$ cat config.mk
export PLATFORM = sky130hd
export DESIGN_NAME = ldp_code_calc
export DESIGN_NICKNAME = d
export VERILOG_FILES = /design/src/rtl/ldp_pkg.sv /design/src/rtl/ldp_code_calc.sv
export SDC_FILE = /design/constraint.sdc
export NUM_CORES = 1
export LEC_CHECK = 0
export BUFFER_PORTS_ARGS = -buffer_cell sky130_fd_sc_hd__buf_2
export CAP_MARGIN = 20
export CELL_PAD_IN_SITES_DETAIL_PLACEMENT = 1
export CELL_PAD_IN_SITES_GLOBAL_PLACEMENT = 1
export CORE_UTILIZATION = 46
export DETAILED_ROUTE_END_ITERATION = 10
export GPL_TIMING_DRIVEN = 0
export PLACE_DENSITY = 0.85
export SYNTH_ARGS = -nofsm -noshare
export SYNTH_HDL_FRONTEND = slang
export SYNTH_SLANG_ARGS = --single-unit
$ cat constraint.sdc
create_clock -name clk -period 5.22 [get_ports clk]
set_input_delay 0.522 -clock clk [delete_from_list [all_inputs] [get_ports clk]]
set_output_delay 0.522 -clock clk [all_outputs]
set_load 0.02 [all_outputs]
$ cat src/rtl/ldp_pkg.sv
// ----------------------------------------------------------------------------
// ldp_pkg
// Shared types and constants of the LDP Kirsch code stream block: payload
// structs, window type, register indexes and sizing constants.
// ----------------------------------------------------------------------------
package ldp_pkg;

	// Image limits and derived counter widths
	localparam int MAX_WIDTH  = 1024;
	localparam int MAX_HEIGHT = 1024;
	localparam int COL_W      = $clog2(MAX_WIDTH);
	localparam int ROW_W      = $clog2(MAX_HEIGHT);

	// Field widths
	localparam int PIX_W   = 8;
	localparam int POS_W   = 10;
	localparam int CODE_W  = 8;
	localparam int WIDTH_W = 11;
	localparam int TOPK_W  = 4;

	// Line store entry: upper row byte over middle row byte
	localparam int LINE_W = 2 * PIX_W;

	// Window and arithmetic sizes
	localparam int WIN_N  = 9;
	localparam int NDIR   = 8;
	localparam int SUM3_W = PIX_W + 2;
	localparam int SUM8_W = PIX_W + 3;
	localparam int RESP_W = 15;
	localparam int MAG_W  = 13;

	// Output queue
	localparam int FIFO_DEPTH = 8;
	localparam int FIFO_AW    = $clog2(FIFO_DEPTH);
	localparam int FIFO_CW    = FIFO_AW + 1;

	// Register port
	localparam int PADDR_W = 3;
	localparam int PDATA_W = 32;

	localparam logic [WIDTH_W-1:0] WIDTH_MIN   = 11'd3;
	localparam logic [WIDTH_W-1:0] WIDTH_MAX   = WIDTH_W'(MAX_WIDTH);
	localparam logic [WIDTH_W-1:0] WIDTH_RESET = 11'd640;
	localparam logic [TOPK_W-1:0]  TOPK_MIN    = 4'd1;
	localparam logic [TOPK_W-1:0]  TOPK_MAX    = 4'd8;
	localparam logic [TOPK_W-1:0]  TOPK_RESET  = 4'd3;

	typedef enum logic {
		REG_IMAGE_WIDTH = 1'b0,
		REG_TOP_COUNT   = 1'b1
	} reg_idx_t;

	typedef struct packed {
		logic [PIX_W-1:0] pixel;
		logic             frame_start;
	} pix_in_t;

	typedef struct packed {
		logic [CODE_W-1:0] ldp_code;
		logic [POS_W-1:0]  center_row;
		logic [POS_W-1:0]  center_col;
	} code_out_t;

	typedef struct packed {
		logic [POS_W-1:0] center_row;
		logic [POS_W-1:0] center_col;
	} pos_t;

	// Window bytes, index row*3 + column, column 2 newest
	typedef logic [WIN_N-1:0][PIX_W-1:0] win_t;

endpackage

$ cat src/rtl/ldp_code_calc.sv
// ----------------------------------------------------------------------------
// ldp_code_calc
// Kirsch compass magnitudes of one window and the top-k directional code.
// Each response is 8*A - 3*T, A the sum of three ring neighbors, T all eight.
// ----------------------------------------------------------------------------
module ldp_code_calc (
	input  logic                       clk,
	input  logic                       arst_n,
	input  logic                       win_valid,
	input  ldp_pkg::win_t              win,
	input  ldp_pkg::pos_t              win_pos,
	input  logic [ldp_pkg::TOPK_W-1:0] k,
	output logic                       s3_busy,
	output logic                       push,
	output ldp_pkg::code_out_t         res
);
	import ldp_pkg::*;

	// Ring order clockwise from top left, as window indexes
	localparam logic [3:0] RING_IDX [NDIR] = '{4'd0, 4'd1, 4'd2, 4'd5, 4'd8, 4'd7, 4'd6, 4'd3};
	// First ring position of the three weight-5 taps, directions E..SE
	localparam logic [2:0] DIR_START [NDIR] = '{3'd2, 3'd1, 3'd0, 3'd7, 3'd6, 3'd5, 3'd4, 3'd3};

	logic [PIX_W-1:0]  ring [NDIR];
	logic [SUM3_W-1:0] a_c  [NDIR];
	logic [SUM8_W-1:0] t_c;
	logic [SUM3_W-1:0] a_s3 [NDIR];
	logic [SUM8_W-1:0] t_s3;
	pos_t              pos_s3;
	logic              v_s3;
	logic [MAG_W-1:0]  mag_c  [NDIR];
	logic [MAG_W-1:0]  mag_s4 [NDIR];
	pos_t              pos_s4;
	logic              v_s4;
	logic [CODE_W-1:0] code_c;

	// Gather ring neighbors and form partial sums
	always_comb begin
		logic [2:0] p0;
		logic [2:0] p1;
		logic [2:0] p2;
		t_c = '0;
		for (int i = 0; i < NDIR; i++) begin
			ring[i] = win[RING_IDX[i]];
			t_c     = t_c + SUM8_W'(ring[i]);
		end
		for (int m = 0; m < NDIR; m++) begin
			p0 = DIR_START[m];
			p1 = p0 + 3'd1;
			p2 = p0 + 3'd2;
			a_c[m] = SUM3_W'(ring[p0]) + SUM3_W'(ring[p1]) + SUM3_W'(ring[p2]);
		end
	end

	always_ff @(posedge clk or negedge arst_n) begin
		if (!arst_n) begin
			v_s3 <= 1'b0;
			v_s4 <= 1'b0;
		end else begin
			v_s3 <= win_valid;
			v_s4 <= v_s3;
		end
	end

	always_ff @(posedge clk) begin
		if (win_valid) begin
			a_s3   <= a_c;
			t_s3   <= t_c;
			pos_s3 <= win_pos;
		end
		if (v_s3) begin
			mag_s4 <= mag_c;
			pos_s4 <= pos_s3;
		end
	end

	// Response and magnitude per direction
	always_comb begin
		logic signed [RESP_W-1:0] resp;
		logic        [RESP_W-1:0] t3;
		for (int m = 0; m < NDIR; m++) begin
			t3       = RESP_W'(t_s3) + RESP_W'({t_s3, 1'b0});
			resp     = $signed(RESP_W'({a_s3[m], 3'b000})) - $signed(t3);
			mag_c[m] = resp[RESP_W-1] ? MAG_W'(-resp) : MAG_W'(resp);
		end
	end

	// Mark directions with fewer than k strictly larger magnitudes
	always_comb begin
		logic [2:0] greater;
		for (int m = 0; m < NDIR; m++) begin
			greater = '0;
			for (int j = 0; j < NDIR; j++) begin
				greater = greater + 3'(mag_s4[j] > mag_s4[m]);
			end
			code_c[m] = {1'b0, greater} < k;
		end
	end

	assign s3_busy        = v_s3;
	assign push           = v_s4;
	assign res.ldp_code   = code_c;
	assign res.center_row = pos_s4.center_row;
	assign res.center_col = pos_s4.center_col;

	// At least k directions always qualify
	a_topk: assert property (@(posedge clk) disable iff (!arst_n)
		v_s4 |-> ($countones(code_c) >= int'(k)))
		else $error("code marks fewer than top_count directions");

endmodule

==> out/results.ini, run 1 <==
[run_status]
status = complete, but fails checks
violations = setup timing

[sta]
hold_viol_final = 0
finalCriticalPeriod_ns = 6.24
fmax_ghz = 0.160
finalSetupViolations = 8
skew_ns = 0.00926
fin_ws_ns = -1.02
post-route-period-util_pct = 119
maxSlewViolCount = 0
worst_pin_slew_ns = 0.975
rsz0062_at_grt = yes
setup-tns-final_ns = -7.56
slew_headroom_pct = 34.1

[final_layout]
final_common_cell = ha_1
drive_above_1_share_pct = 16.8
diodes = 0
stdcell_count = 3714
mostFrequentLayoutCells = 490 x ha_1, 250 x inv_1, 227 x edfxtp_1, 164 x a21oi_1, 135 x buf_4
layout-area-overhead-vs-synth_pct = 17.3
final_nets = 3711

[synth]
synth_xor_area_share_pct = 7.36
postSynthCellCount = 2636
synth_nets = 3404
avgSynthCellArea_sq_um = 10.1
synth_compound_area_share_pct = 17.0
synth.area.mux_share_pct = 0.0376
synth-simple-area-share_pct = 10.1
ys_types = 73
ys_seq_area_share_pct = 25.8
synth_top_family_by_area = adder cells
async_flop_share_pct = 0.873
synth_warnings = 0
syn_area_sq_um = 26600
synth-edff-count = 227
synth_seq_cells = 229
synthAdderAreaFrac_pct = 35.3
synth_ff_type = edfxtp_1

[clocking]
cts_root_buf = clkbuf_16
cts.sinks = 229
cts_htree_levels = 1
clock_path_buffers = 3
numCtsBuffers = 23
clk_latency_ns = 0.54
cts_tree = done
clk_pin_slew_ns = 0.07

[routing]
drc = 0
wire_per_inst_um = 27.4
ant_nets = 0
drt_iter0_markers = 1650
first_pass_iters = 5
routed_wl_um = 102000
vias = 23515
vias_per_cell = 6.33

[global_route]
grt_pass1_wl_um = 149000
grt_pass1_vias = 25377
grtUsageTotal_pct = 33.2
grt_max_degree = 82
antenna_found_initial = 0
grt_overflow = 0

[setup_path]
r2r_end = mag_s4[95]
cp_max_fo = 5
crit_path_end_kind = primary output
required_ns = 4.70
crit_start = mag_s4[92]
regToRegSetupSlack_ns = 0.20
crit_type = flip-flop to primary output
cp_data_arrival_time_ns = 5.71
r2r-start = t_s3[0]
r2r_cells = 19
crit_path_start_kind = flip-flop

[place]
dp_cells = 3518
post-dp-hpwl_um = 74600
pre_cts_ws_ns = -1.15
place.port_buffers = 120
gp_congestion = 1.04

[die]
die_x_um = 243
initial_core_util_pct = 46.9
core_area_sq_um = 56800
ios = 129
rows = 87
die_y_um = 243
dieArea_sq_um = 58900

[min_path]
holdPathStages = 1
hold_class = input pin to flip-flop
hold_end = pos_s3[13]
worstHoldStart = win_pos[13]

[run]
cap_violations = 0

-- area by class of cell --
cell class              count  area, sq um
fillers                  6280        25600
multi-input cells        2094        19400
flip-flops and latches    229         6870
repair buffers            282         2060
inverters                 278         1080
well taps                 756          946
clock buffers              27          591
plain buffers              35          150
clock inverters            13          125
-- critical path: stages (launching register included) --
cell,delay (ns)
edfxtp_1,0.45
buf_12,0.19
buf_6,0.12
ha_4,0.22
o21a_1,0.21
o21ai_1,0.15
nand2b_1,0.09
a21oi_2,0.14
o21ai_1,0.07
a221o_1,0.31
a21oi_2,0.18
buf_4,0.14
nor2_4,0.04
ha_4,0.28
inv_2,0.03
fa_1,0.50
inv_2,0.05
fa_1,0.54
ha_2,0.18
fa_1,0.45
ha_1,0.31
a21o_1,0.13
a21oi_2,0.05
or2_4,0.22
buf_6,0.13
-- logic make-up after synthesis --
group | after synthesis
AOI/OAI and AO/OA | 695
xor gates and xnor gates | 224
adders and majority gates | 669
buffers and inverters | 313
DFF | 229
muxes | 1
and+or+nand+nor | 505
-- metal layers --
layer / wire (um) / vias up / global-route usage, %
met5: 0 / - / 0
met4: 8840 / 0 / 24.9
met3: 6490 / 506 / 4.19
met2: 48200 / 1140 / 56.8
met1: 38400 / 11578 / 37.9
li1: - / 10291 / -
-- cells in the mapped netlist, types with 4 or more instances --
cell type	instances	share of area, %
a211o_1	9	0.30
a211oi_1	15	0.42
a21o_1	115	3.2
a21oi_1	201	3.8
a221o_1	20	0.75
a221oi_1	9	0.30
a311oi_1	4	0.13
a31o_2	4	0.13
a31oi_1	23	0.54
and2_1	8	0.19
and3_1	24	0.56
buf_2	9	0.17
clkbuf_1	25	0.35
edfxtp_1	227	26
fa_1	137	10
ha_1	532	25
inv_1	278	3.9
nand2_1	84	1.2
nand2b_1	50	1.2
nand3_1	22	0.41
nand4_1	81	1.9
nor2_1	96	1.4
nor2b_1	22	0.52
nor3_1	53	1.0
nor4_1	6	0.14
o21a_1	71	2.0
o21ai_0	126	2.4
o21bai_1	31	0.87
o31a_1	10	0.33
o31ai_1	19	0.54
or2_2	16	0.38
or3_1	17	0.40
or3b_1	4	0.13
xnor2_1	134	4.4
xor2_1	90	3.0
-- flip-flops by register name (all words and copies together) (netlist names) --
signal / count
mag_s4: 96
s3_busy: 1
pos_s3: 20
push: 1
res: 20
t_s3: 11
a_s3: 80
-- stage by stage --
step | utilization, % | cell area, sq um | hold slack (ns)
2_1_floorplan | - | 26600 | 0.226
3_3_place_gp | 49.6 | 28200 | 0.310
3_5_place_dp | 49.8 | 28300 | 0.309
4_1_cts | 54.0 | 30700 | 0.144
5_1_grt | 55.0 | 31300 | 0.145
6_report | 55.0 | 31300 | 0.157
-- worst max path at each step --
stage / to / slack (ns) / cells past startpoint
final: res[21] / -1.02 / 24
after global routing: res[24] / -1.15 / 16
after CTS: res[23] / -0.91 / 22
after detailed placement: res[24] / -1.15 / 20
after global placement: res[24] / -1.12 / 20
after floorplan: res[24] / 0.006 / 20
-- repair_timing --
item | in CTS | in global routing
hold buffers | 1 | 0
setup endpoints to repair | 77 | 55
hold endpoints to repair | 2 | 0
buffers inserted | 130 | 26
pin swaps | 86 | 90
resized for setup | 151 | 85
Power of run 1 is not shown: default switching activity piles up to over one toggle a cycle in this logic, so the estimate is an artifact.
==> run 2, diff against run 1 <==
--- a/config.mk
+++ b/config.mk
@@ -6,13 +6,13 @@
 export NUM_CORES = 1
 export LEC_CHECK = 0
 export BUFFER_PORTS_ARGS = -buffer_cell sky130_fd_sc_hd__buf_2
-export CAP_MARGIN = 20
 export CELL_PAD_IN_SITES_DETAIL_PLACEMENT = 1
 export CELL_PAD_IN_SITES_GLOBAL_PLACEMENT = 1
 export CORE_UTILIZATION = 46
 export DETAILED_ROUTE_END_ITERATION = 10
 export GPL_TIMING_DRIVEN = 0
 export PLACE_DENSITY = 0.85
+export REMOVE_ABC_BUFFERS = 1
 export SYNTH_ARGS = -nofsm -noshare
 export SYNTH_HDL_FRONTEND = slang
 export SYNTH_SLANG_ARGS = --single-unit
==> out/results.ini, run 2 (same netlist as run 1, synthesis figures left out) <==
[final_layout]
seqCellArea_sq_um = 6870
mostFrequentLayoutCells = 494 x ha_1, 255 x inv_1, 227 x edfxtp_1, 156 x a21oi_1, 132 x fa_1
regMostFlops = mag_s4
multi_input_area_sq_um = 19500
stdcell_area_sq_um = 31400
drive_above_1_share_pct = 17.1
fill_cells = 6239
final_common_cell = ha_1
reg_top3 = mag_s4 x96, a_s3 x80
layout-area-overhead-vs-synth_pct = 17.8
final_nets = 3678
stdcell_count = 3683
largest_register_ff_count = 96
post-route-util_pct = 55.2

[die]
rows = 87
initial_core_util_pct = 46.9
ios = 129
die_x_um = 243
core_area_sq_um = 56800
die_y_um = 243
dieArea_sq_um = 58900

[clocking]
cts.sinks = 229
cts_root_buf = clkbuf_16
clk_latency_ns = 0.54
cts_htree_levels = 1
cts_tree = done
clock_path_buffers = 3
numCtsBuffers = 23
clk_pin_slew_ns = 0.07

[sta]
post-route-period-util_pct = 120
rsz0062_at_grt = yes
hold_slack_ns = 0.151
slew_headroom_pct = 15.8
hold_viol_final = 0
fin_ws_ns = -1.03
maxSlewViolCount = 0
fmax_ghz = 0.160
skew_ns = 0.0197
finalCriticalPeriod_ns = 6.25
worst_pin_slew_ns = 1.26
finalSetupViolations = 8

[setup_path]
crit_top_cell = o21a_1
cp_data_arrival_time_ns = 5.73
cp_slowest_cell = fa_1
critPathMaxStageDelay_ns = 0.52
crit_type = flip-flop to primary output
cp_max_fo = 4
crit_path_end_kind = primary output
crit_path_start_kind = flip-flop
required_ns = 4.70
crit_chain = inv_2 > ha_1 > o21a_1 > o21a_1 > o21a_1 > o21a_1 > o21a_1 > o21ai_1 > a211o_1 > a21oi_2 > ha_1 > fa_1 > inv_1 > fa_1 > inv_1 > ha_2 > fa_1 > ha_1 > a21o_1 > a21oi_4 > or2_4 > buf_6

[routing]
vias_per_cell = 6.33
first_pass_iters = 5
ant_nets = 0
vias = 23327
drc = 0
drt_iter0_markers = 1693
wire_per_inst_um = 27.9
routed_wl_um = 103000

[min_path]
hold_class = input pin to flip-flop

[global_route]
grt_pass1_wl_um = 152000
grtUsageTotal_pct = 33.8
antenna_found_initial = 1
grt_max_degree = 79
grt_pass1_vias = 25359
grt_overflow = 0

[place]
place.port_buffers = 120
dp_cells = 3479
gp_congestion = 0.993
post-dp-hpwl_um = 73700
dpl_cell_area_sq_um = 28100

[run]
cap_violations = 0

[run_status]
violations = setup timing
status = complete, but fails checks

[run 2: changes by cell type in the layout (fill, tap and decap cells not counted), moves of 4 or more]
cell        before  now
ha_4            35   31
clkinvlp_4       5    9
ha_1           490  494
clkbuf_2         4    0
a21oi_1        164  156
buf_12           6   12
a21oi_2         35   39
clkbuf_1        26    3
o21ai_0         96   92
inv_2           16   11
buf_4          135  130
inv_1          250  255
a21oi_4          4    8
buf_2          119  111
[run 2: area by class of cell]
type / count / area share [%]
clock inverters: 15 / 0.606
repair buffers: 284 / 6.86
flip-flops and latches: 229 / 21.9
inverters: 278 / 3.45
multi-input cells: 2094 / 62.3
clock buffers: 26 / 1.87
well taps: 756 / 3.02
diodes: 1 / 0.00798
[run 2: worst paths after layout]
path                             startpoint    endpoint  slack, ns  cells after the start
worst min register to register   pos_s3[18]     res[18]       0.42                      0
min in group asynchronous            arst_n     s3_busy       0.30                      2
worst max register to register      t_s3[1]  mag_s4[69]       0.04                     18
worst max-delay path             mag_s4[54]     res[23]      -1.03                     22
worst min-delay path            win_pos[10]  pos_s3[10]       0.15                      1
max in group asynchronous            arst_n     s3_busy       4.81                      2
[run 2: repair_timing]
action | 4_1_cts | 5_1_grt
endpoints found under the hold margin | 2 | 0
resized for setup | 196 | 57
pin swaps | 114 | 59
setup endpoints to repair | 104 | 39
setup buffers | 139 | 24
hold buffers | 1 | 0
[run 2: layer usage]
layer  vias to the layer above  part of all wire (%)  GRT usage [%]  wire length (um)
met4                         0                   8.1           22.7              8280
li1                      10212                     -              -                 -
met3                       437                   5.9           4.81              6100
met1                     11614                    38           39.0             39400
met5                         -                     0              0                 0
met2                      1064                    48           58.4             49000
[run 2: worst max-delay path: cells and delay by family (launching register included)]
family | cells | cell delay [ns]
and+or+nand+nor | 1 | 0.15
DFF | 1 | 0.49
buffers and inverters | 4 | 0.33
adders and majority gates | 7 | 2.62
AOI/OAI and AO/OA | 10 | 1.61
[run 2: per-stage QoR]
stage,TNS [ns],worst slack [ns]
floorplan,0,0.00591
global placement,-70.56,-1.65
detailed placement,-98.04,-1.98
CTS,-6.34,-0.941
global route,-8.63,-1.17
finish,-7.38,-1.03
Power of run 2 is left out for the same reason.
