$ cat src/rtl/ldp_pkg.sv
// ----------------------------------------------------------------------------
// ldp_pkg
// Shared types and constants of the LDP Kirsch code stream block: payload
// structs, window type, register indexes and sizing constants.
// ----------------------------------------------------------------------------
package ldp_pkg;

	// Image limits and derived counter widths
	localparam int MAX_WIDTH  = 1024;
	localparam int MAX_HEIGHT = 1024;
	localparam int COL_W      = $clog2(MAX_WIDTH);
	localparam int ROW_W      = $clog2(MAX_HEIGHT);

	// Field widths
	localparam int PIX_W   = 8;
	localparam int POS_W   = 10;
	localparam int CODE_W  = 8;
	localparam int WIDTH_W = 11;
	localparam int TOPK_W  = 4;

	// Line store entry: upper row byte over middle row byte
	localparam int LINE_W = 2 * PIX_W;

	// Window and arithmetic sizes
	localparam int WIN_N  = 9;
	localparam int NDIR   = 8;
	localparam int SUM3_W = PIX_W + 2;
	localparam int SUM8_W = PIX_W + 3;
	localparam int RESP_W = 15;
	localparam int MAG_W  = 13;

	// Output queue
	localparam int FIFO_DEPTH = 8;
	localparam int FIFO_AW    = $clog2(FIFO_DEPTH);
	localparam int FIFO_CW    = FIFO_AW + 1;

	// Register port
	localparam int PADDR_W = 3;
	localparam int PDATA_W = 32;

	localparam logic [WIDTH_W-1:0] WIDTH_MIN   = 11'd3;
	localparam logic [WIDTH_W-1:0] WIDTH_MAX   = WIDTH_W'(MAX_WIDTH);
	localparam logic [WIDTH_W-1:0] WIDTH_RESET = 11'd640;
	localparam logic [TOPK_W-1:0]  TOPK_MIN    = 4'd1;
	localparam logic [TOPK_W-1:0]  TOPK_MAX    = 4'd8;
	localparam logic [TOPK_W-1:0]  TOPK_RESET  = 4'd3;

	typedef enum logic {
		REG_IMAGE_WIDTH = 1'b0,
		REG_TOP_COUNT   = 1'b1
	} reg_idx_t;

	typedef struct packed {
		logic [PIX_W-1:0] pixel;
		logic             frame_start;
	} pix_in_t;

	typedef struct packed {
		logic [CODE_W-1:0] ldp_code;
		logic [POS_W-1:0]  center_row;
		logic [POS_W-1:0]  center_col;
	} code_out_t;

	typedef struct packed {
		logic [POS_W-1:0] center_row;
		logic [POS_W-1:0] center_col;
	} pos_t;

	// Window bytes, index row*3 + column, column 2 newest
	typedef logic [WIN_N-1:0][PIX_W-1:0] win_t;

endpackage

$ cat src/rtl/ldp_out_fifo.sv
// ----------------------------------------------------------------------------
// ldp_out_fifo
// Result queue between the code pipeline and the output channel.
// ----------------------------------------------------------------------------
module ldp_out_fifo (
	input  logic                        clk,
	input  logic                        arst_n,
	input  logic                        push,
	input  ldp_pkg::code_out_t          wdata,
	input  logic                        pop,
	output logic                        valid,
	output ldp_pkg::code_out_t          rdata,
	output logic [ldp_pkg::FIFO_CW-1:0] level
);
	import ldp_pkg::*;

	code_out_t          fifo_q [FIFO_DEPTH];
	logic [FIFO_AW-1:0] wr_ptr_q;
	logic [FIFO_AW-1:0] rd_ptr_q;
	logic [FIFO_CW-1:0] cnt_q;

	// Store pushed results
	always_ff @(posedge clk) begin
		if (push) begin
			fifo_q[wr_ptr_q] <= wdata;
		end
	end

	// Advance pointers and level
	always_ff @(posedge clk or negedge arst_n) begin
		if (!arst_n) begin
			wr_ptr_q <= '0;
			rd_ptr_q <= '0;
			cnt_q    <= '0;
		end else begin
			if (push) begin
				wr_ptr_q <= wr_ptr_q + 1'b1;
			end
			if (pop) begin
				rd_ptr_q <= rd_ptr_q + 1'b1;
			end
			cnt_q <= cnt_q + FIFO_CW'(push) - FIFO_CW'(pop);
		end
	end

	assign valid = (cnt_q != '0);
	assign rdata = fifo_q[rd_ptr_q];
	assign level = cnt_q;

endmodule
$ cat config.mk
export PLATFORM = sky130hd
export DESIGN_NAME = ldp_out_fifo
export DESIGN_NICKNAME = d
export VERILOG_FILES = /design/src/rtl/ldp_pkg.sv /design/src/rtl/ldp_out_fifo.sv
export SDC_FILE = /design/constraint.sdc
export NUM_CORES = 1
export LEC_CHECK = 0
export BUFFER_PORTS_ARGS = -buffer_cell sky130_fd_sc_hd__buf_2
export CORE_UTILIZATION = 45
export DETAILED_ROUTE_END_ITERATION = 12
export PLACE_DENSITY = 0.72
export SYNTH_ARGS = -nofsm -noshare
export SYNTH_HDL_FRONTEND = slang
export SYNTH_SLANG_ARGS = --single-unit
$ cat constraint.sdc
create_clock -name clk -period 3.74 [get_ports clk]
set_clock_uncertainty 0.05 [all_clocks]
set_input_delay 0.561 -clock clk [delete_from_list [all_inputs] [get_ports clk]]
set_output_delay 0.561 -clock clk [all_outputs]
set_load 0.02 [all_outputs]
==> reports/qor.txt, run 1 <==
status - complete, no violations
peak supply drop - 429.0 µV
wire per inst - 21.76 µm
HP Class - in2reg
ANT nets after route - 0
fillers - 1463
Yosys cell types - 19
CTS sink count - 234
RSZ-0062 raised after global routing - no
CP max stage cell - dfrtp_4
Worst R2R Setup Slack - 1.72 ns
crit path kind - reg2out
DP HPWL - 9651 µm
CORE AREA - 19460 µm²
Arr. time, crit path - 2.66 ns
die area - 20440 µm²
Syn Area/Cell - 23.85 µm²
crit path to - rdata[2]
Int Power - 5.897 mW
Die W - 143.0 µm
gpl congestion - 0.7127
leading post-synthesis cells by cell area - edfxtp_1, mux4_2, mux2_2
# DRC - 0
Min Clock Period, post-route - 3.274 ns
CP endpoint kind - output port
Synth-to-Final Area Change - 17.04%
synth warn - 0
Root Buffer Master - clkbuf_16
FP Rows - 51
largest net degree at the start of global routing - 31
Bufs and invs on worst path - 2
pins over their slew limit - 0
Reg clk slew, reported paths - 0.06 ns
via count - 4015
switching pwr - 2.568 mW
CTS buffer count - 24
CTS H-tree lvls - 1
RR Endpoint - fifo_q[4][25]$_DFFE_PP_
max incr delay on CP - 0.80 ns
Slew HR - 49.53%
number of placed I/O pins - 65
CP Cell Sequence - buf_12 > mux4_2 > mux2_2 > buf_2
initial antenna violation count - 0
TNS Setup - 0 ns
# setup viols final - 0
All-Layer GR Usage - 16.87%
cell family with most CP delay - multiplexers
final hold vios - 0
Sw Ratio - 30.34%
Req. time, crit path - 3.13 ns
Leakage - 3.491 nW
clock group share of total power - 27.1%
Resize count post-CTS - 0
die height - 143.0 µm
Synth top area share - 75.20%
worst hold slack - 0.2603 ns
GRT overflow - 0
IO Port Bufs - 64
cells after synthesis - 375
crit path from - rd_ptr_q[0]$_DFFE_PN0P_
Syn Nets - 415
CP startpoint kind - flip-flop
Initial Util - 45.96%
First-pass DRT Iterations - 4
Worst-Skew Late Latency - 0.50 ns
Comb pwr share - 30.1%
Initial DRC Count - 200
period utilization - 87.55%
sequential share of power - 42.8%
R2R cell count - 3
nets - 505
Crit path depth - 4
max frequency - 305.4 MHz
Cell Area, Synth - 8945 µm²
leading area contributor after synthesis - edfxtp_1
routed wire length - 16300 µm
Worst-Margin Slew - 0.7570 ns
number of max-cap violations - 0
register bit total from synthesis - 234
Vias/cell - 5.360
worst-path maximum fanout - 30
post-synthesis sequential area ratio - 78.00%
global-route wire length before repair - 25320 µm
share of cells above drive strength 1 - 43.36%
RR Startpoint - wr_ptr_q[1]$_DFFE_PN0P_
TritonCTS clock tree - built
Max Buffers Root-to-Sink - 3
PwrDens - 808.6 nW/µm²
number of global-route vias before repair - 4333
==> cell usage after synthesis <==
| master | number |
|---|---|
| edfxtp_1 | 224 |
| mux4_2 | 56 |
| mux2_2 | 30 |
| dfrtp_1 | 10 |
| inv_1 | 8 |
| buf_2 | 7 |
| ha_1 | 7 |
| nor2_1 | 6 |
| buf_6 | 4 |
| clkbuf_1 | 4 |
| nand2_1 | 4 |
| nand2b_1 | 3 |
| xnor2_1 | 3 |
| xor2_1 | 3 |
| nor3_1 | 2 |
| a21o_1 | 1 |
| a21oi_1 | 1 |
| fa_1 | 1 |
| nand3_1 | 1 |
==> stage by stage <==
stage	utilization [%]	power, mW	instances	instance area [µm²]	setup slack (ns)
after floorplan	-	5.448	375	8945	0.6488
after global placement	49.80	6.191	703	9692	0.9608
after detailed placement	49.80	6.274	703	9692	0.9146
after CTS	53.76	8.568	747	10460	0.3769
after global routing	53.76	8.848	747	10460	0.3182
final	53.79	8.466	749	10470	0.4657
==> sequential cells by signal, indices dropped and copies added, names as in the netlist <==
signal and cells:
wr_ptr_q 3, rd_ptr_q 3, fifo_q 224, level 4
==> final cells by class <==
cell class | instances | area [µm²] | area share, %
repair buffers | 79 | 460.4 | 4.398
inverters | 8 | 30.03 | 0.2868
multi-input cells | 118 | 1898 | 18.13
flip-flops and latches | 234 | 6982 | 66.69
diodes | 2 | 5.005 | 0.04781
clock buffers | 29 | 640.6 | 6.119
clock inverters | 14 | 121.4 | 1.159
well taps | 265 | 331.6 | 3.167
==> power by group through the flow <==
stage	Combinational [mW]	Sequential, mW	Clock, mW
finish	2.55	3.62	2.29
global route	2.73	3.67	2.44
CTS	2.60	3.63	2.33
detailed placement	2.59	3.68	0
global placement	2.54	3.65	0
floorplan	1.96	3.49	0
==> layer usage <==
metal	GRT usage (%)	part of all wire [%]	routed length, µm
met4	4.018	1.6	265
met1	22.48	43	7047
met2	28.70	50	8158
met5	0	0	0
met3	3.253	5.1	830
==> layout by cell type, fill, tap and decap left out, types with 2 or more instances in the layout <==
cell         n
nand2_1      4
ha_1         7
diode_2      2
nor2_4       6
nor3_2       2
clkbuf_1     4
bufinv_16    2
clkinv_1     4
dfrtp_1      8
xnor2_1      3
buf_2       64
clkbuf_16   25
nand2b_1     3
xor2_1       3
edfxtp_1   224
clkinv_2     6
buf_12       2
buf_4       12
inv_1        8
mux2_2      30
mux4_2      56
==> logic make-up after synthesis <==
kind of cell | Yosys count | share of synthesized area (%)
flip-flops | 234 | 78.00
AO/OA/AOI/OAI | 2 | 0.1399
adder cells (fa/ha/maj) | 8 | 1.203
XOR/XNOR | 6 | 0.5876
multiplexers | 86 | 17.88
buffers and inverters | 23 | 1.399
AND/OR/NAND/NOR | 16 | 0.7972
==> worst min path at each step <==
stage                          from                      end  slack [ns]  depth (start not counted)
after floorplan              arst_n       level[0]$_DFF_PN0_        0.22                          0
after global placement       arst_n       level[0]$_DFF_PN0_        0.38                          1
after detailed placement     arst_n       level[2]$_DFF_PN0_        0.39                          1
after CTS                 wdata[12]  fifo_q[2][12]$_DFFE_PP_        0.26                          1
after global routing            pop  rd_ptr_q[0]$_DFFE_PN0P_        0.27                          2
final                           pop  rd_ptr_q[0]$_DFFE_PN0P_        0.26                          2
==> what timing repair did <==
| action | in CTS | in global routing |
|---|---|---|
| hold buffers | 1 | 0 |
| setup buffers | 0 | 0 |
| hold endpoints to repair | 10 | 0 |
Note: power is estimated with default switching activity, not from simulation.
==> run 2, diff against run 1 <==
--- a/config.mk
+++ b/config.mk
@@ -9,6 +9,7 @@
 export CORE_UTILIZATION = 45
 export DETAILED_ROUTE_END_ITERATION = 12
 export PLACE_DENSITY = 0.72
+export SETUP_SLACK_MARGIN = 0.5
 export SYNTH_ARGS = -nofsm -noshare
 export SYNTH_HDL_FRONTEND = slang
 export SYNTH_SLANG_ARGS = --single-unit
==> reports/qor.txt, run 2 (synthesized netlist as in run 1, its figures left out) <==
global-route wire length before repair - 25440 µm (was 25320 µm)
PwrDens - 810.6 nW/µm² (was 808.6 nW/µm²)
number of flip-flops in the largest register - 224 (unchanged)
worst-path maximum fanout - 30 (unchanged)
Slew HR - 49.91% (was 49.53%)
CP endpoint kind - output port (unchanged)
CP startpoint kind - flip-flop (unchanged)
RSZ-0062 raised after global routing - no (unchanged)
Final Worst Setup Slack - 0.6323 ns (was 0.4657 ns)
CORE AREA - 19460 µm² (unchanged)
CTS H-tree lvls - 1 (unchanged)
CTS sink count - 234 (unchanged)
HP Class - in2reg (unchanged)
share of cells above drive strength 1 - 43.48% (was 43.36%)
Vias/cell - 5.417 (was 5.360)
IO Port Bufs - 64 (unchanged)
Arr. time, crit path - 2.50 ns (was 2.66 ns)
All-Layer GR Usage - 16.98% (was 16.87%)
largest net degree at the start of global routing - 31 (unchanged)
final hold vios - 0 (unchanged)
via count - 4063 (was 4015)
Resize count post-CTS - 0 (unchanged)
Synth-to-Final Area Change - 17.34% (was 17.04%)
DP Area - 9692 µm² (unchanged)
peak supply drop - 430.2 µV (was 429.0 µV)
die area - 20440 µm² (unchanged)
number of placed I/O pins - 65 (unchanged)
number of max-cap violations - 0 (unchanged)
Reg clk slew, reported paths - 0.06 ns (about the same)
dpl cells - 703 (unchanged)
max frequency - 321.8 MHz (was 305.4 MHz)
Worst-Skew Late Latency - 0.50 ns (about the same)
crit path kind - reg2out (unchanged)
TritonCTS clock tree - built (unchanged)
Place WS - 0.9146 ns (unchanged)
# setup viols final - 0 (unchanged)
Initial DRC Count - 202 (was 200)
Root Buffer Master - clkbuf_16 (unchanged)
Initial Util - 45.96% (unchanged)
die height - 143.0 µm (unchanged)
most frequent cells in the layout - edfxtp_1, buf_2, mux4_2 (unchanged)
wire per inst - 21.86 µm (was 21.76 µm)
First-pass DRT Iterations - 7 (was 4)
TNS Setup - 0 ns (unchanged)
FP Rows - 51 (unchanged)
# DRC - 0 (unchanged)
Leakage - 3.503 nW (was 3.491 nW)
commonest non-fill, non-tap cell in the layout - edfxtp_1 (unchanged)
routed wire length - 16390 µm (was 16300 µm)
period utilization - 83.09% (was 87.55%)
initial antenna violation count - 0 (unchanged)
Worst-Margin Slew - 0.7514 ns (was 0.7570 ns)
Finished Layout Cells - 750 (was 749)
gpl congestion - 0.7127 (unchanged)
fin area - 10500 µm² (was 10470 µm²)
number of global-route vias before repair - 4363 (was 4333)
Max Buffers Root-to-Sink - 3 (unchanged)
pins over their slew limit - 0 (unchanged)
ANT nets after route - 0 (unchanged)
status - complete, no violations (unchanged)
nets - 506 (was 505)
Req. time, crit path - 3.13 ns (about the same)
Largest Register - fifo_q (unchanged)
Die W - 143.0 µm (unchanged)
Min Clock Period, post-route - 3.108 ns (was 3.274 ns)
DP HPWL - 9651 µm (unchanged)
CTS buffer count - 24 (unchanged)
GRT overflow - 0 (unchanged)
==> run 2: changes by cell type in the layout (fill, tap and decap cells not counted), sizes merged <==
cell	delta
buf	+1
==> run 2: layout make-up <==
class | instances | area [µm²]
Fill cell | 1458 | 8966
Sequential cell | 234 | 6982
Multi-Input combinational cell | 118 | 1898
Clock buffer | 29 | 640.6
Timing Repair Buffer | 80 | 488.0
Tap cell | 265 | 331.6
Clock inverter | 14 | 121.4
Inverter | 8 | 30.03
Antenna cell | 2 | 5.005
==> run 2: where the power goes <==
group | internal [mW] | switching, mW | leakage (nW) | total [mW]
logic | 1.26 | 1.37 | 0.978 | 2.63
clock network | 1.36 | 0.939 | 0.375 | 2.29
registers | 3.31 | 0.273 | 2.15 | 3.58
==> run 2: path summary, 6_finish.rpt <==
path                            slack, ns               startpoint                 endpoint  cells after the start
worst min register to register       0.52  wr_ptr_q[1]$_DFFE_PN0P_  wr_ptr_q[1]$_DFFE_PN0P_                      1
worst max-delay path                 0.63  rd_ptr_q[0]$_DFFE_PN0P_                 rdata[2]                      4
min in group asynchronous            0.41                   arst_n  wr_ptr_q[1]$_DFFE_PN0P_                      2
max in group asynchronous            3.00                   arst_n  rd_ptr_q[0]$_DFFE_PN0P_                      2
worst max register to register       1.72  wr_ptr_q[0]$_DFFE_PN0P_  fifo_q[6][26]$_DFFE_PP_                      3
worst min-delay path                 0.27                      pop  rd_ptr_q[0]$_DFFE_PN0P_                      2
==> run 2: per-stage QoR <==
stage | utilization [%] | power (mW) | hold slack, ns
floorplan | - | 5.448 | 0.2154
global placement | 49.80 | 6.191 | 0.3818
detailed placement | 49.80 | 6.274 | 0.3913
CTS | 53.91 | 8.612 | 0.2602
global route | 53.91 | 8.890 | 0.2731
finish | 53.93 | 8.508 | 0.2679
==> run 2: metal layers <==
layer	vias up	wire [µm]	GRT usage, %
met3	26	880	3.219
met1	2160	7013	22.54
met4	0	264	4.301
li1	1757	-	-
met2	120	8233	28.91
met5	-	0	0
==> run 2: what timing repair did <==
item	CTS	global route
setup buffers	1	0
setup endpoints to repair	15	0
hold endpoints to repair	10	0
hold buffers	1	0
==> run 2: worst max-delay path, stage by stage (launching register included) <==
cell,delay (ns)
dfrtp_4,0.66
buf_12,0.31
mux4_2,0.54
mux2_2,0.30
buf_2,0.16
==> run 3, diff against run 2 <==
--- a/config.mk
+++ b/config.mk
@@ -8,7 +8,7 @@
 export BUFFER_PORTS_ARGS = -buffer_cell sky130_fd_sc_hd__buf_2
 export CORE_UTILIZATION = 45
 export DETAILED_ROUTE_END_ITERATION = 12
-export PLACE_DENSITY = 0.72
+export PLACE_DENSITY = 0.75
 export SETUP_SLACK_MARGIN = 0.5
 export SYNTH_ARGS = -nofsm -noshare
 export SYNTH_HDL_FRONTEND = slang
==> constraint.sdc (replaced) <==
create_clock -name clk -period 2.8 [get_ports clk]
set_clock_uncertainty 0.05 [all_clocks]
set_input_delay 0.42 -clock clk [delete_from_list [all_inputs] [get_ports clk]]
set_output_delay 0.42 -clock clk [all_outputs]
set_load 0.02 [all_outputs]
==> reports/qor.txt, run 3 (synthesized netlist as in run 1, its figures left out) <==
CORE AREA - 19460 µm² (unchanged)
max incr delay on CP - 0.50 ns (was 0.66 ns)
Slew HR - 63.38% (was 49.91%)
CTS H-tree lvls - 1 (unchanged)
GRT overflow - 0 (unchanged)
worst-path maximum fanout - 7 (was 30)
All-Layer GR Usage - 16.85% (was 16.98%)
share of cells above drive strength 1 - 46.43% (was 43.48%)
Largest Register - fifo_q (unchanged)
period utilization - 96.64%
Arr. time, crit path - 2.24 ns (was 2.50 ns)
First-pass DRT Iterations - 4 (was 7)
CP most frequent cell - buf_12
largest net degree at the start of global routing - 33 (was 31)
CP startpoint kind - flip-flop (unchanged)
area of the multi-input gates - 1989 µm² (was 1898 µm²)
# DRC - 0 (unchanged)
commonest non-fill, non-tap cell in the layout - edfxtp_1 (unchanged)
RSZ-0062 raised after global routing - yes (was no)
number of global-route vias before repair - 4405 (was 4363)
Min Clock Period, post-route - 2.706 ns
# setup viols final - 0 (unchanged)
Die W - 143.0 µm (unchanged)
Place WS - 0.4085 ns (was 0.9146 ns)
number of max-cap violations - 0 (unchanged)
Final Worst Setup Slack - 0.09412 ns (was 0.6323 ns)
Worst-Skew Late Latency - 0.50 ns (about the same)
Design Power - 12.63 mW (was 8.508 mW)
CTS buffer count - 24 (unchanged)
CP Cell Sequence - buf_12 > buf_12 > mux4_2 > mux2_4 > buf_6 (was buf_12 > mux4_2 > mux2_2 > buf_2)
cell family with most CP delay - multiplexers (unchanged)
CP endpoint kind - output port (unchanged)
final core utilization - 56.95% (was 53.93%)
Initial Util - 45.96% (unchanged)
PwrDens - 1139 nW/µm² (was 810.6 nW/µm²)
Bufs and invs on worst path - 3 (was 2)
status - complete, no violations (unchanged)
gpl congestion - 0.6841 (was 0.7127)
FP Rows - 51 (unchanged)
Initial DRC Count - 267 (was 202)
Leakage - 3.826 nW (was 3.503 nW)
HP Class - in2reg (unchanged)
die area - 20440 µm² (unchanged)
pins over their slew limit - 0 (unchanged)
Synth-to-Final Area Change - 23.92% (was 17.34%)
number of placed I/O pins - 65 (unchanged)
peak supply drop - 550.1 µV (was 430.2 µV)
DP Area - 9764 µm² (was 9692 µm²)
routed wire length - 16640 µm (was 16390 µm)
TNS Setup - 0 ns (unchanged)
ANT nets after route - 0 (unchanged)
Finished Layout Cells - 771 (was 750)
die height - 143.0 µm (unchanged)
nets - 526 (was 506)
final hold vios - 0 (unchanged)
global-route wire length before repair - 25110 µm (was 25440 µm)
via count - 4079 (was 4063)
wire per inst - 21.58 µm (was 21.86 µm)
worst hold slack - 0.1320 ns (was 0.2679 ns)
Vias/cell - 5.291 (was 5.417)
Worst-Margin Slew - 0.5481 ns (was 0.7514 ns)
Root Buffer Master - clkbuf_16 (unchanged)
dpl cells - 706 (was 703)
IO Port Bufs - 64 (unchanged)
TritonCTS clock tree - built (unchanged)
DP HPWL - 9300 µm (was 9651 µm)
CTS sink count - 234 (unchanged)
number of flip-flops in the largest register - 224 (unchanged)
max frequency - 369.6 MHz
most frequent cells in the layout - edfxtp_1, mux4_2, buf_2 (was edfxtp_1, buf_2, mux4_2)
Reg clk slew, reported paths - 0.06 ns (about the same)
fillers - 1377 (was 1458)
fin area - 11080 µm² (was 10500 µm²)
Reg area - 6984 µm² (was 6982 µm²)
Req. time, crit path - 2.33 ns (was 3.13 ns)
Max Buffers Root-to-Sink - 3 (unchanged)
CP max stage cell - dfrtp_4 (unchanged)
crit path kind - reg2out (unchanged)
initial antenna violation count - 4 (was 0)
==> run 3: cell types whose count changed in the layout (fill, tap and decap cells not counted), sizes merged <==
| cell | delta |
|---|---|
| clkbuf | +2 |
| bufinv | +1 |
| buf | +18 |
==> run 3: worst register-to-register path, cell delays in order (launching register included) <==
cell and delay, ns:
dfrtp_1 0.55, nand2b_1 0.21, nor2_4 0.48, buf_4 0.34
==> run 3: report_power, final <==
part	internal [mW]	leakage (nW)	switching, mW	total, mW
sequential	4.43	2.15	0.207	4.64
clock	1.96	0.404	1.25	3.21
combinational	2.56	1.27	2.22	4.78
total	8.95	3.83	3.68	12.6
==> run 3: final timing paths <==
check	from	endpoint	slack (ns)	depth (start not counted)
min reg2reg	wr_ptr_q[1]$_DFFE_PN0P_	wr_ptr_q[1]$_DFFE_PN0P_	0.51	1
min in group asynchronous	arst_n	level[0]$_DFF_PN0_	0.26	2
max in group asynchronous	arst_n	rd_ptr_q[0]$_DFFE_PN0P_	2.20	2
max reg2reg	wr_ptr_q[0]$_DFFE_PN0P_	fifo_q[3][12]$_DFFE_PP_	0.87	3
min	wdata[27]	fifo_q[5][27]$_DFFE_PP_	0.13	1
max	rd_ptr_q[0]$_DFFE_PN0P_	rdata[21]	0.09	5
==> run 3: cell type report <==
type | count | area share [%]
clock inverters | 15 | 1.411
inverters | 8 | 0.2709
flip-flops and latches | 234 | 63.01
diodes | 2 | 0.04515
well taps | 265 | 2.991
repair buffers | 100 | 8.364
multi-input cells | 118 | 17.95
clock buffers | 29 | 5.960
==> run 3: per-layer routing <==
| layer | share of wire, % | track usage (%) |
|---|---|---|
| met1 | 41 | 21.71 |
| met2 | 52 | 28.99 |
| met3 | 5.7 | 3.856 |
| met4 | 1.4 | 4.188 |
| met5 | 0.13 | 0 |
==> run 3: timing repair <==
action	4_1_cts	5_1_grt
gates resized for setup	13	67
cloned	2	2
hold buffers	1	0
setup endpoints to repair	28	28
buffers inserted	14	0
hold endpoints to repair	10	0
